**config.mk**
```make
export PLATFORM = sky130hd
export DESIGN_NAME = record_sort_by_time
export DESIGN_NICKNAME = d
export VERILOG_FILES = /design/src/hw/rtl/rsbt_pkg.sv /design/src/hw/rtl/rsbt_ram.sv /design/src/hw/rtl/rsbt_cmp.sv /design/src/hw/rtl/record_sort_by_time.sv
export VERILOG_INCLUDE_DIRS = /design/src /design/src/hw/rtl
export SDC_FILE = /design/constraint.sdc
export NUM_CORES = 2
export LEC_CHECK = 0
export BUFFER_PORTS_ARGS = -buffer_cell sky130_fd_sc_hd__buf_2
export CAP_MARGIN = 40
export CORE_ASPECT_RATIO = 0.9
export CORE_UTILIZATION = 55
export DETAILED_ROUTE_END_ITERATION = 8
export MAX_ROUTING_LAYER = met4
export PLACE_DENSITY = 0.74
export SETUP_SLACK_MARGIN = 0.15
export SLEW_MARGIN = 0
export SYNTH_ARGS = -nofsm -noshare
export SYNTH_HDL_FRONTEND = slang
export SYNTH_HIERARCHICAL = 1
export SYNTH_SLANG_ARGS = --single-unit
```
**constraint.sdc**
```tcl
create_clock -name clk -period 5.4 [get_ports clk]
set_input_delay 0.27 -clock clk [delete_from_list [all_inputs] [get_ports clk]]
set_output_delay 0.27 -clock clk [all_outputs]
set_load 0.01 [all_outputs]
```
**src/hw/rtl/assert_macros.svh**
```systemverilog
// Assertion helpers, compiled out for synthesis
`ifndef ASSERT_MACROS_SVH
`define ASSERT_MACROS_SVH
`ifndef SYNTHESIS
`define ASSERT_PROP(label, clk_s, rst_ns, prop, msg) \
    label: assert property (@(posedge clk_s) disable iff (!rst_ns) prop) else $error(msg);
`define ASSERT_NEVER(label, clk_s, rst_ns, cond, msg) \
    label: assert property (@(posedge clk_s) disable iff (!rst_ns) !(cond)) else $error(msg);
`else
`define ASSERT_PROP(label, clk_s, rst_ns, prop, msg)
`define ASSERT_NEVER(label, clk_s, rst_ns, cond, msg)
`endif
`endif

```
**src/hw/rtl/rsbt_pkg.sv**
```systemverilog
package rsbt_pkg;

    localparam int ENTRANT_W = 7;
    localparam int ROUND_W   = 8;
    localparam int TIME_W    = 24;
    localparam int RANK_W    = 6;

    typedef struct packed {
        logic [ENTRANT_W-1:0] entrant;
        logic [ROUND_W-1:0]   round_no;
        logic [TIME_W-1:0]    time_ms;
        logic                 final_item;
    } in_t;

    typedef struct packed {
        logic [ENTRANT_W-1:0] out_entrant;
        logic [ROUND_W-1:0]   out_round;
        logic [TIME_W-1:0]    out_time_ms;
        logic [RANK_W-1:0]    rank;
        logic                 end_of_run;
        logic                 overflowed;
    } out_t;

    // stored record, 39 bits
    typedef struct packed {
        logic [ENTRANT_W-1:0] entrant;
        logic [ROUND_W-1:0]   round_no;
        logic [TIME_W-1:0]    time_ms;
    } rec_t;

    typedef struct packed {
        rec_t lower;
        rec_t upper;
    } cmp_res_t;

endpackage

```
**src/hw/rtl/rsbt_ram.sv**
```systemverilog
module rsbt_ram #(
    parameter int WIDTH = 39,
    parameter int DEPTH = 64
) (
    input  logic                     clk,
    input  logic                     we,
    input  logic [$clog2(DEPTH)-1:0] waddr,
    input  logic [WIDTH-1:0]         wdata,
    input  logic [$clog2(DEPTH)-1:0] raddr,
    output logic [WIDTH-1:0]         rdata
);

    logic [WIDTH-1:0] mem_reg [DEPTH];
    logic [WIDTH-1:0] rdata_reg;

    always_ff @(posedge clk)
    begin
        if (we)
        begin
            mem_reg[waddr] <= wdata;
        end
        rdata_reg <= mem_reg[raddr];
    end

    assign rdata = rdata_reg;

endmodule

```
**src/hw/rtl/rsbt_cmp.sv**
```systemverilog
// compare-exchange: the larger time travels on, strict greater-than keeps ties in order
module rsbt_cmp (
    input  rsbt_pkg::rec_t     held,
    input  rsbt_pkg::rec_t     incoming,
    output rsbt_pkg::cmp_res_t res
);

    logic greater;

    assign greater = held.time_ms > incoming.time_ms;

    always_comb
    begin
        if (greater)
        begin
            res.lower = incoming;
            res.upper = held;
        end
        else
        begin
            res.lower = held;
            res.upper = incoming;
        end
    end

endmodule

```
**src/hw/rtl/record_sort_by_time.sv**
```systemverilog
// Record sorter, ascending by time.
// Input: a beat is taken at a rising edge with start high and busy low.
// Each beat loads one record; a zero time drops it, a full store drops it
// and sets the overflow mark. Loading takes one cycle per beat.
// The beat with final_item set loads its record and then starts the sort.
// Sort: N-1 passes over one RAM with a read and a write port and one
// compare-exchange unit; a pass runs S_PSTART, S_PLOAD, S_PRUN, S_PTAIL;
// busy stays high throughout. An empty set gives no results.
// Output: N results, one per cycle, each shown for one cycle with strobe
// high, rank from 0, end_of_run on the last and overflowed on all. The
// first result is read in S_EMIT after the sort, or after the final beat
// when N = 1, and shown from the RAM read register. The receiver cannot
// stall; results are simply taken.
// busy drops as the last result is shown; a new set may load at once.
// Reset (rst_n low) empties the store and clears the overflow mark; the
// RAM itself needs no clearing.
`include "assert_macros.svh"

module record_sort_by_time #(
    parameter int MAX_RECORDS = 64
) (
    input  logic             clk,
    input  logic             rst_n,
    input  logic             start,
    output logic             busy,
    input  rsbt_pkg::in_t    item,
    output logic             strobe,
    output rsbt_pkg::out_t   result
);

    localparam int AW    = $clog2(MAX_RECORDS);
    localparam int CNT_W = $clog2(MAX_RECORDS + 1);

    localparam logic [2:0] S_IDLE   = 3'd0;
    localparam logic [2:0] S_PSTART = 3'd1;
    localparam logic [2:0] S_PLOAD  = 3'd2;
    localparam logic [2:0] S_PRUN   = 3'd3;
    localparam logic [2:0] S_PTAIL  = 3'd4;
    localparam logic [2:0] S_EMIT   = 3'd5;

    logic [2:0]       state_reg, state_next;
    logic [CNT_W-1:0] count_reg, count_next;
    logic             ovf_reg, ovf_next;
    logic [AW-1:0]    k_reg, k_next;
    logic [AW-1:0]    last_reg, last_next;
    rsbt_pkg::rec_t   hold_reg, hold_next;
    logic             strobe_reg, strobe_next;
    logic [rsbt_pkg::RANK_W-1:0] rank_reg, rank_next;
    logic             eor_reg, eor_next;
    logic             ovfo_reg, ovfo_next;

    logic             we;
    logic [AW-1:0]    waddr;
    logic [AW-1:0]    raddr;
    rsbt_pkg::rec_t   wdata;
    rsbt_pkg::rec_t   rd_data;
    rsbt_pkg::rec_t   in_rec;
    rsbt_pkg::cmp_res_t cmp_res;

    assign in_rec.entrant  = item.entrant;
    assign in_rec.round_no = item.round_no;
    assign in_rec.time_ms  = item.time_ms;

    rsbt_ram #(
        .WIDTH ($bits(rsbt_pkg::rec_t)),
        .DEPTH (MAX_RECORDS)
    ) u_store (
        .clk   (clk),
        .we    (we),
        .waddr (waddr),
        .wdata (wdata),
        .raddr (raddr),
        .rdata (rd_data)
    );

    rsbt_cmp u_cmp (
        .held     (hold_reg),
        .incoming (rd_data),
        .res      (cmp_res)
    );

    always_comb
    begin
        logic [CNT_W-1:0] cnt_tmp;
        logic             ovf_tmp;
        cnt_tmp     = count_reg;
        ovf_tmp     = ovf_reg;
        state_next  = state_reg;
        count_next  = count_reg;
        ovf_next    = ovf_reg;
        k_next      = k_reg;
        last_next   = last_reg;
        hold_next   = hold_reg;
        strobe_next = 1'b0;
        rank_next   = rank_reg;
        eor_next    = 1'b0;
        ovfo_next   = ovfo_reg;
        we          = 1'b0;
        waddr       = count_reg[AW-1:0];
        wdata       = in_rec;
        raddr       = k_reg;
        unique case (state_reg)
            S_IDLE:
            begin
                if (start)
                begin
                    if (item.time_ms != '0)
                    begin
                        if (count_reg < CNT_W'(MAX_RECORDS))
                        begin
                            we      = 1'b1;
                            cnt_tmp = count_reg + CNT_W'(1);
                        end
                        else
                        begin
                            ovf_tmp = 1'b1;
                        end
                    end
                    count_next = cnt_tmp;
                    ovf_next   = ovf_tmp;
                    if (item.final_item)
                    begin
                        if (cnt_tmp == '0)
                        begin
                            ovf_next = 1'b0;
                        end
                        else if (cnt_tmp == CNT_W'(1))
                        begin
                            k_next     = '0;
                            state_next = S_EMIT;
                        end
                        else
                        begin
                            last_next  = AW'(cnt_tmp - CNT_W'(1));
                            state_next = S_PSTART;
                        end
                    end
                end
            end
            S_PSTART:
            begin
                raddr      = '0;
                state_next = S_PLOAD;
            end
            S_PLOAD:
            begin
                hold_next  = rd_data;
                raddr      = AW'(1);
                k_next     = AW'(1);
                state_next = S_PRUN;
            end
            S_PRUN:
            begin
                we        = 1'b1;
                waddr     = k_reg - AW'(1);
                wdata     = cmp_res.lower;
                hold_next = cmp_res.upper;
                raddr     = k_reg + AW'(1);
                if (k_reg == last_reg)
                begin
                    state_next = S_PTAIL;
                end
                else
                begin
                    k_next = k_reg + AW'(1);
                end
            end
            S_PTAIL:
            begin
                we    = 1'b1;
                waddr = last_reg;
                wdata = hold_reg;
                if (last_reg == AW'(1))
                begin
                    k_next     = '0;
                    state_next = S_EMIT;
                end
                else
                begin
                    last_next  = last_reg - AW'(1);
                    state_next = S_PSTART;
                end
            end
            S_EMIT:
            begin
                raddr       = k_reg;
                strobe_next = 1'b1;
                rank_next   = rsbt_pkg::RANK_W'(k_reg);
                ovfo_next   = ovf_reg;
                if (CNT_W'(k_reg) == count_reg - CNT_W'(1))
                begin
                    eor_next   = 1'b1;
                    count_next = '0;
                    ovf_next   = 1'b0;
                    state_next = S_IDLE;
                end
                else
                begin
                    k_next = k_reg + AW'(1);
                end
            end
            default:
            begin
                state_next = S_IDLE;
            end
        endcase
    end

    always_ff @(posedge clk or negedge rst_n)
    begin
        if (!rst_n)
        begin
            state_reg  <= S_IDLE;
            count_reg  <= '0;
            ovf_reg    <= 1'b0;
            k_reg      <= '0;
            last_reg   <= '0;
            strobe_reg <= 1'b0;
            rank_reg   <= '0;
            eor_reg    <= 1'b0;
            ovfo_reg   <= 1'b0;
        end
        else
        begin
            state_reg  <= state_next;
            count_reg  <= count_next;
            ovf_reg    <= ovf_next;
            k_reg      <= k_next;
            last_reg   <= last_next;
            strobe_reg <= strobe_next;
            rank_reg   <= rank_next;
            eor_reg    <= eor_next;
            ovfo_reg   <= ovfo_next;
        end
    end

    always_ff @(posedge clk)
    begin
        hold_reg <= hold_next;
    end

    assign busy   = state_reg != S_IDLE;
    assign strobe = strobe_reg;

    assign result.out_entrant = rd_data.entrant;
    assign result.out_round   = rd_data.round_no;
    assign result.out_time_ms = rd_data.time_ms;
    assign result.rank        = rank_reg;
    assign result.end_of_run  = eor_reg;
    assign result.overflowed  = ovfo_reg;

    `ASSERT_PROP(a_strobe_after_emit, clk, rst_n, strobe_reg |-> $past(state_reg == S_EMIT), "result beat without emit read")
    `ASSERT_PROP(a_end_back_idle, clk, rst_n, (strobe_reg && eor_reg) |-> (state_reg == S_IDLE), "end of run while still busy")
    `ASSERT_NEVER(a_count_cap, clk, rst_n, count_reg > CNT_W'(MAX_RECORDS), "record count beyond capacity")
    `ASSERT_PROP(a_pass_bounds, clk, rst_n, (state_reg == S_PRUN) |-> (k_reg <= last_reg && k_reg != '0), "pass index out of range")

endmodule

```
======== Word level (Yosys, flattened, before mapping) ========
Memory sizes are Yosys's and may differ from the RTL's. A register that Yosys moved wholly into a read port is not among the register bits.
Cells that the tools add are included.
storage, ports and cells
  output and inout bits ................... 49
  bits in registers ....................... 71
  RAM bits ................................ 2496
  memories ................................ 1
  logic and storage cells ................. 106
cells by class
  add/sub/neg operators ................... 6
  order comparisons ....................... 2
  muxes and demuxes ....................... 50
  equality and inequality tests ........... 21
  reduce and logical (&&, ||, !) cells .... 14
memory list
  memory           words  width  rd ports  clocked after memory_dff  write ports  line            RTL
  u_store.mem_reg  64     39     1         1                         1            rsbt_ram.sv:13  logic [WIDTH-1:0] mem_reg [DEPTH];
operator list
  operator                                                                count
  39-bit one-hot mux with 2 select lines                                  2
  78-bit 2-to-1 mux                                                       1
  6-bit 2-to-1 mux                                                        12
  7-bit 2-to-1 mux                                                        6
  6-bit one-hot mux with 5 select lines                                   1
  24-bit greater-than comparator                                          1
  2-bit != test (second input constant)                                   12
  6-bit one-hot mux with 2 select lines                                   2
  24-bit nonzero test                                                     1
  3-bit 2-to-1 mux                                                        7
  3-bit one-hot mux with 6 select lines                                   1
  6-bit one-hot mux with 3 select lines                                   1
  6-bit by 1-bit subtractor with 6-bit output (second input constant)     3
  1-bit 2-to-1 mux                                                        14
  7-bit one-hot mux with 2 select lines                                   1
  8-bit AND reduction                                                     1
  7-bit by 1-bit adder with 7-bit output (second input constant)          1
  6-bit by 7-bit equality test with 1-bit output                          1
  7-bit by 1-bit equality test with 1-bit output (second input constant)  1
  7-bit logical NOT                                                       1
  7-bit < comparator (second input constant)                              1
  7-bit by 1-bit subtractor with 7-bit output (second input constant)     1
  6-bit by 1-bit adder with 6-bit output (second input constant)          1
  3-bit by 2-bit equality test with 1-bit output (second input constant)  2
  other kinds (14)                                                        18

======== Longest topological paths before layout ========
  depth in word-level cells ............... 11
  gate-level depth with buffers ........... 15

======== By module ========
Netlist, hierarchy kept.
by module, submodules not included
  module               cells an instance  times used  area each (um^2)
  rsbt_ram             4059               1           95352.7
  record_sort_by_time  740                1           5460.2
  rsbt_cmp             554                1           3367.0

======== Least setup slack after synthesis ========
Ideal clock, no wire load.
  path type ............................... reg-to-reg
  start ................................... register state_reg[2]
  end ..................................... memory u_store.mem_reg[49][0] (enable)
  data arrival time ....................... 4792 ps
  cell stages (with the launch flop) ...... 11
  library setup time ...................... 483 ps
  data required time ...................... 4917 ps
  buffers on the path ..................... 4
  slack ................................... 125 ps
  cells stage by stage .................... dfrtp_1 > clkbuf_1 > or2_2 > clkbuf_1 > nand2_1 > clkbuf_1 > o22ai_1 > a21oi_1 > clkbuf_1 > nand4_1 > nor3_1
RTL lines
  item                                                                                          line                        RTL
  start: declaration                                                                            record_sort_by_time.sv:41   logic [2:0] state_reg, state_next;
  start signal: assignment                                                                      record_sort_by_time.sv:225  state_reg <= state_next;
  3-bit equality test / 3-bit by 2-bit equality test with 1-bit output (equally long branches)  record_sort_by_time.sv:102  unique case (state_reg)
  6-bit one-hot mux with 2 select lines (*)                                                     record_sort_by_time.sv:102
  net waddr[5]                                                                                  record_sort_by_time.sv:53   logic [AW-1:0] waddr;
  end: declaration                                                                              rsbt_ram.sv:13
Mark *: on every way through the listed nets, which the timed path passes. The rest lies on a longest branch.

======== Final worst setup path ========
  start ................................... register k_reg[2]
  end ..................................... register u_store.rdata_reg[2], in the netlist u_store/rdata[2] (read register of u_store.mem_reg)
on the way
  longest elaborated chain between the ends .. 2
ends and longest elaborated chain
  item                                    line                        RTL
  start: declaration                      record_sort_by_time.sv:44   logic [AW-1:0] k_reg, k_next;
  start signal: assignment                record_sort_by_time.sv:228  k_reg <= k_next;
  6-bit by 1-bit adder with 6-bit output  record_sort_by_time.sv:158  raddr = k_reg + AW'(1);
  6-bit one-hot mux with 3 select lines   record_sort_by_time.sv:102
  net raddr[3]                            record_sort_by_time.sv:54   logic [AW-1:0] raddr;
  end: declaration                        rsbt_ram.sv:14              logic [WIDTH-1:0] rdata_reg;
The timed path passes the listed nets, and every way through them passes these cells.
A chain may end at the register's enable or synchronous reset.

==> summary.md <==
| Metric | Value |
|---|---|
| Flip-flop count of the largest register, all copies and words added | between 2,000 and 2,500 |
| Detailed Route Iter0 Violations | slightly below 9,000 |
| Sequential area share after synthesis | 0.7459 |
| Crit Path Class | reg2reg |
| Endpoints failing hold | 0 |
| Tightest Hold Check Type | in2async |
| Met1 capacity usage during global routing | 0.4211 |
| Cell accounting for the most synthesized area | edfxtp_1 |
| Maximum clock rate | around 200 MHz |
| Async S/R FF share, synth | 0.01228 |
| Number of detailed-routing iterations run before antenna repair | 7 |
| Post-synth design cell area | roughly 100,000 um^2 |
| Most frequent cells after synthesis | 2,535 x edfxtp_1, 614 x mux4_2, 249 x nand2_1, 205 x o22ai_1, 174 x clkbuf_1 |
| Global-route met2 utilization | 0.4416 |
| Global-route wire length before repair | roughly 400 mm |
| Portion of synthesized cell area occupied by the leading cell type | 0.7307 |
| Die area | approximately 190,000 um^2 |
| Fraction of layout instances using a drive strength above 1 | 0.2603 |
| Finish-stage setup viols | 0 |
| Core Area | between 150,000 and 200,000 um^2 |
| Yosys synthesis warning count | 6 |
| Number of buffers between clock root and the deepest sink | 3 |
| Placer's final routability congestion estimate | approximately 0.9 |
| Number of flops mapped to enable cells by yosys | 2,535 |
| Worst skew pair latency | a little under 0.9 ns |
| Area contributors post-synth | edfxtp_1 73%, mux4_2 13%, o22ai_1 1.2% |
| Clock slew at reported path FFs | around 0.070 ns |
| Final cycle utilization of the critical path | 0.9069 |
| CTS Root Cell | clkbuf_16 |
| Maximum fanout along the worst path | 18 |
| Horiz. Die Dim | 460.8 um |
| Count of vias placed by the detailed router | between 50,000 and 60,000 |
| Vias per Instance | around 7 |
| CP Launch Point | k_reg[2] |
| Port buffer count | between 90 and 100 |
| Max-cap viol count | 0 |
| Maximum number of pins on one net before global-route repair | around 130 |
| Per-instance average area after synthesis | between 15 and 20 um^2 |
| Area added between synthesis and finish | 12.81% |
| RSZ-0062 raised after global routing | false |
| Share of the core filled with cells in the final layout | 0.6245 |
| Most utilized layer in the global route result | met2 |
| Antenna violations before repair | 18 |
| Most instantiated flip-flop cell in the synthesis netlist | edfxtp_1 |
| Residual antenna-violating net count after detailed routing | 0 |
| Clock Skews | approximately 0.06 ns |
| Max-slew violations | 0 |
| Required time worst endpoint | 6.07 ns |
| Fraction of met3 tracks used by global routing | 0.06910 |
| Number of different library cells in the post-synthesis netlist | 82 |
| Detailed-placement wirelength estimate | approximately 160 mm |
| Num ports | 92 |
| Synthesized netlist net count | about 5,400 |
| Total overflow reported by the global router | 0 |
| Element type at the critical path end | flip-flop |
| Cell with the most instances after synthesis | edfxtp_1 |
| Number of global-route vias before repair | approximately 56,000 |
| Post-synthesis cell count | 5,353 |
| Number of gates resized after cts | 0 |
| Initial cell density of the core | 0.5536 |
| Fin crit period | approximately 4.9 ns |
| Beginning of the worst register-to-register path | k_reg[2] |
| Remaining routing DRC violations | 0 |
| Actual slew at the worst max-slew pin | around 0.9 ns |
| Net count, final | 5,701 |
| Clock sink count | 2,606 |
| Status | completed |
| CTS tree | yes |
| Global-route usage over all layers | 0.2985 |
| Final WL | roughly 280 mm |
| Synthesized flop and latch total | around 2,600 |
| Depth of the CTS H-tree | 4 |
| Routed length per instance | roughly 33 um |
| WP data arrival | approximately 5.6 ns |
| Clock buffer count from CTS | between 200 and 250 |
| Relative slew slack | 0.3854 |
| Layout fillers | 12,520 |
| Die outline height | a little over 400 um |
| Count of standard-cell rows | ~150 |
| Startpoint kind of the worst setup timing path | flip-flop |
-- kinds of logic after synthesis --
family | synth area share
flip-flops | 0.7459
AO/OA/AOI/OAI | 0.05180
AND/OR/NAND/NOR | 0.03543
multiplexers | 0.1420
buffers and inverters | 0.01911
adder cells (fa/ha/maj) | 0.003723
XOR/XNOR | 0.002102
-- worst max-delay path, stage by stage (launching register included) --
cell and delay, ns:
dfrtp_1 0.67, nand3_1 0.22, nor3_1 0.17, a21oi_1 0.09, o21ai_4 0.74, buf_4 0.39, nor2_1 0.15, nand2_1 0.10
buf_4 0.34, buf_4 0.37, o22ai_1 0.15, nor4_1 0.48, buf_2 0.27, a2bb2oi_1 0.55
-- what timing repair did --
item | in CTS | in global routing
endpoints found under the hold margin | 40 | 0
setup buffers | 0 | 0
hold buffers | 3 | 0
setup endpoints to repair | 0 | 0
-- layout make-up --
type	instances	area (um^2)	area share
inverters	40	150.1	0.001278
diodes	13	32.53	0.0002768
well taps	2524	3158	0.02687
clock buffers	295	6158	0.05240
multi-input cells	2349	25590	0.2177
clock inverters	140	1358	0.01155
repair buffers	393	3366	0.02864
flip-flops and latches	2606	77710	0.6612
-- metal layers --
layer / part of all wire / wire length (um)
met4: 0.028 / 7591
met2: 0.47 / 128700
met5: 0 / 0
met3: 0.13 / 35490
met1: 0.38 / 103800
-- through the flow --
| stage | std cells | TNS (ns) | hold slack, ns | worst slack (ns) | area, um^2 |
|---|---|---|---|---|---|
| detailed placement | 7907 | 0 | 0.3809 | 0.6522 | 109900 |
| CTS | 8345 | 0 | 0.01137 | 0.6165 | 117500 |
| finish | 8360 | 0 | 0.06441 | 0.5027 | 117500 |
| floorplan | 5353 | 0 | -0.02559 | 0.7013 | 104200 |
| global route | 8358 | 0 | 0.08798 | 0.3393 | 117500 |
| global placement | 7893 | -0.01690 | 0.3822 | -0.01690 | 109700 |
-- final timing paths --
path                       cells after the start                to  slack [ns]
setup / recovery                              13  u_store/rdata[2]        0.50
hold / removal                                 2       rank_reg[5]        0.06
setup reg to reg                              13  u_store/rdata[2]        0.50
hold reg to reg                                2       rank_reg[5]        0.47
max in group asynchronous                      2      state_reg[0]        4.76
min in group clk                               6      count_reg[6]        0.09
-- cell usage in the layout (no fill, tap or decap), types with 17 or more instances in the layout --
cell type and n:
nand2_1 248, a21oi_1 77, buf_12 46, mux4_2 614
ha_1 31, nor2b_1 30, dfrtp_1 29, nor2_1 96
nor2_4 65, edfxtp_1 2535, clkbuf_1 57, buf_2 97
clkbuf_16 237, a211oi_1 21, clkinv_1 52, clkinv_2 41
o221ai_1 24, o22ai_1 205, nor4_1 31, bufinv_16 17
a21boi_0 55, inv_1 39, buf_4 242, mux2_2 27
o21ai_1 17, dfxtp_1 39, a21oi_4 40, nand4_1 87
a22oi_1 121, mux2i_1 62, o21ai_0 148, nand3_1 112
Power is not shown: default switching activity piles up to over one toggle a cycle in this logic, so the estimate is an artifact.
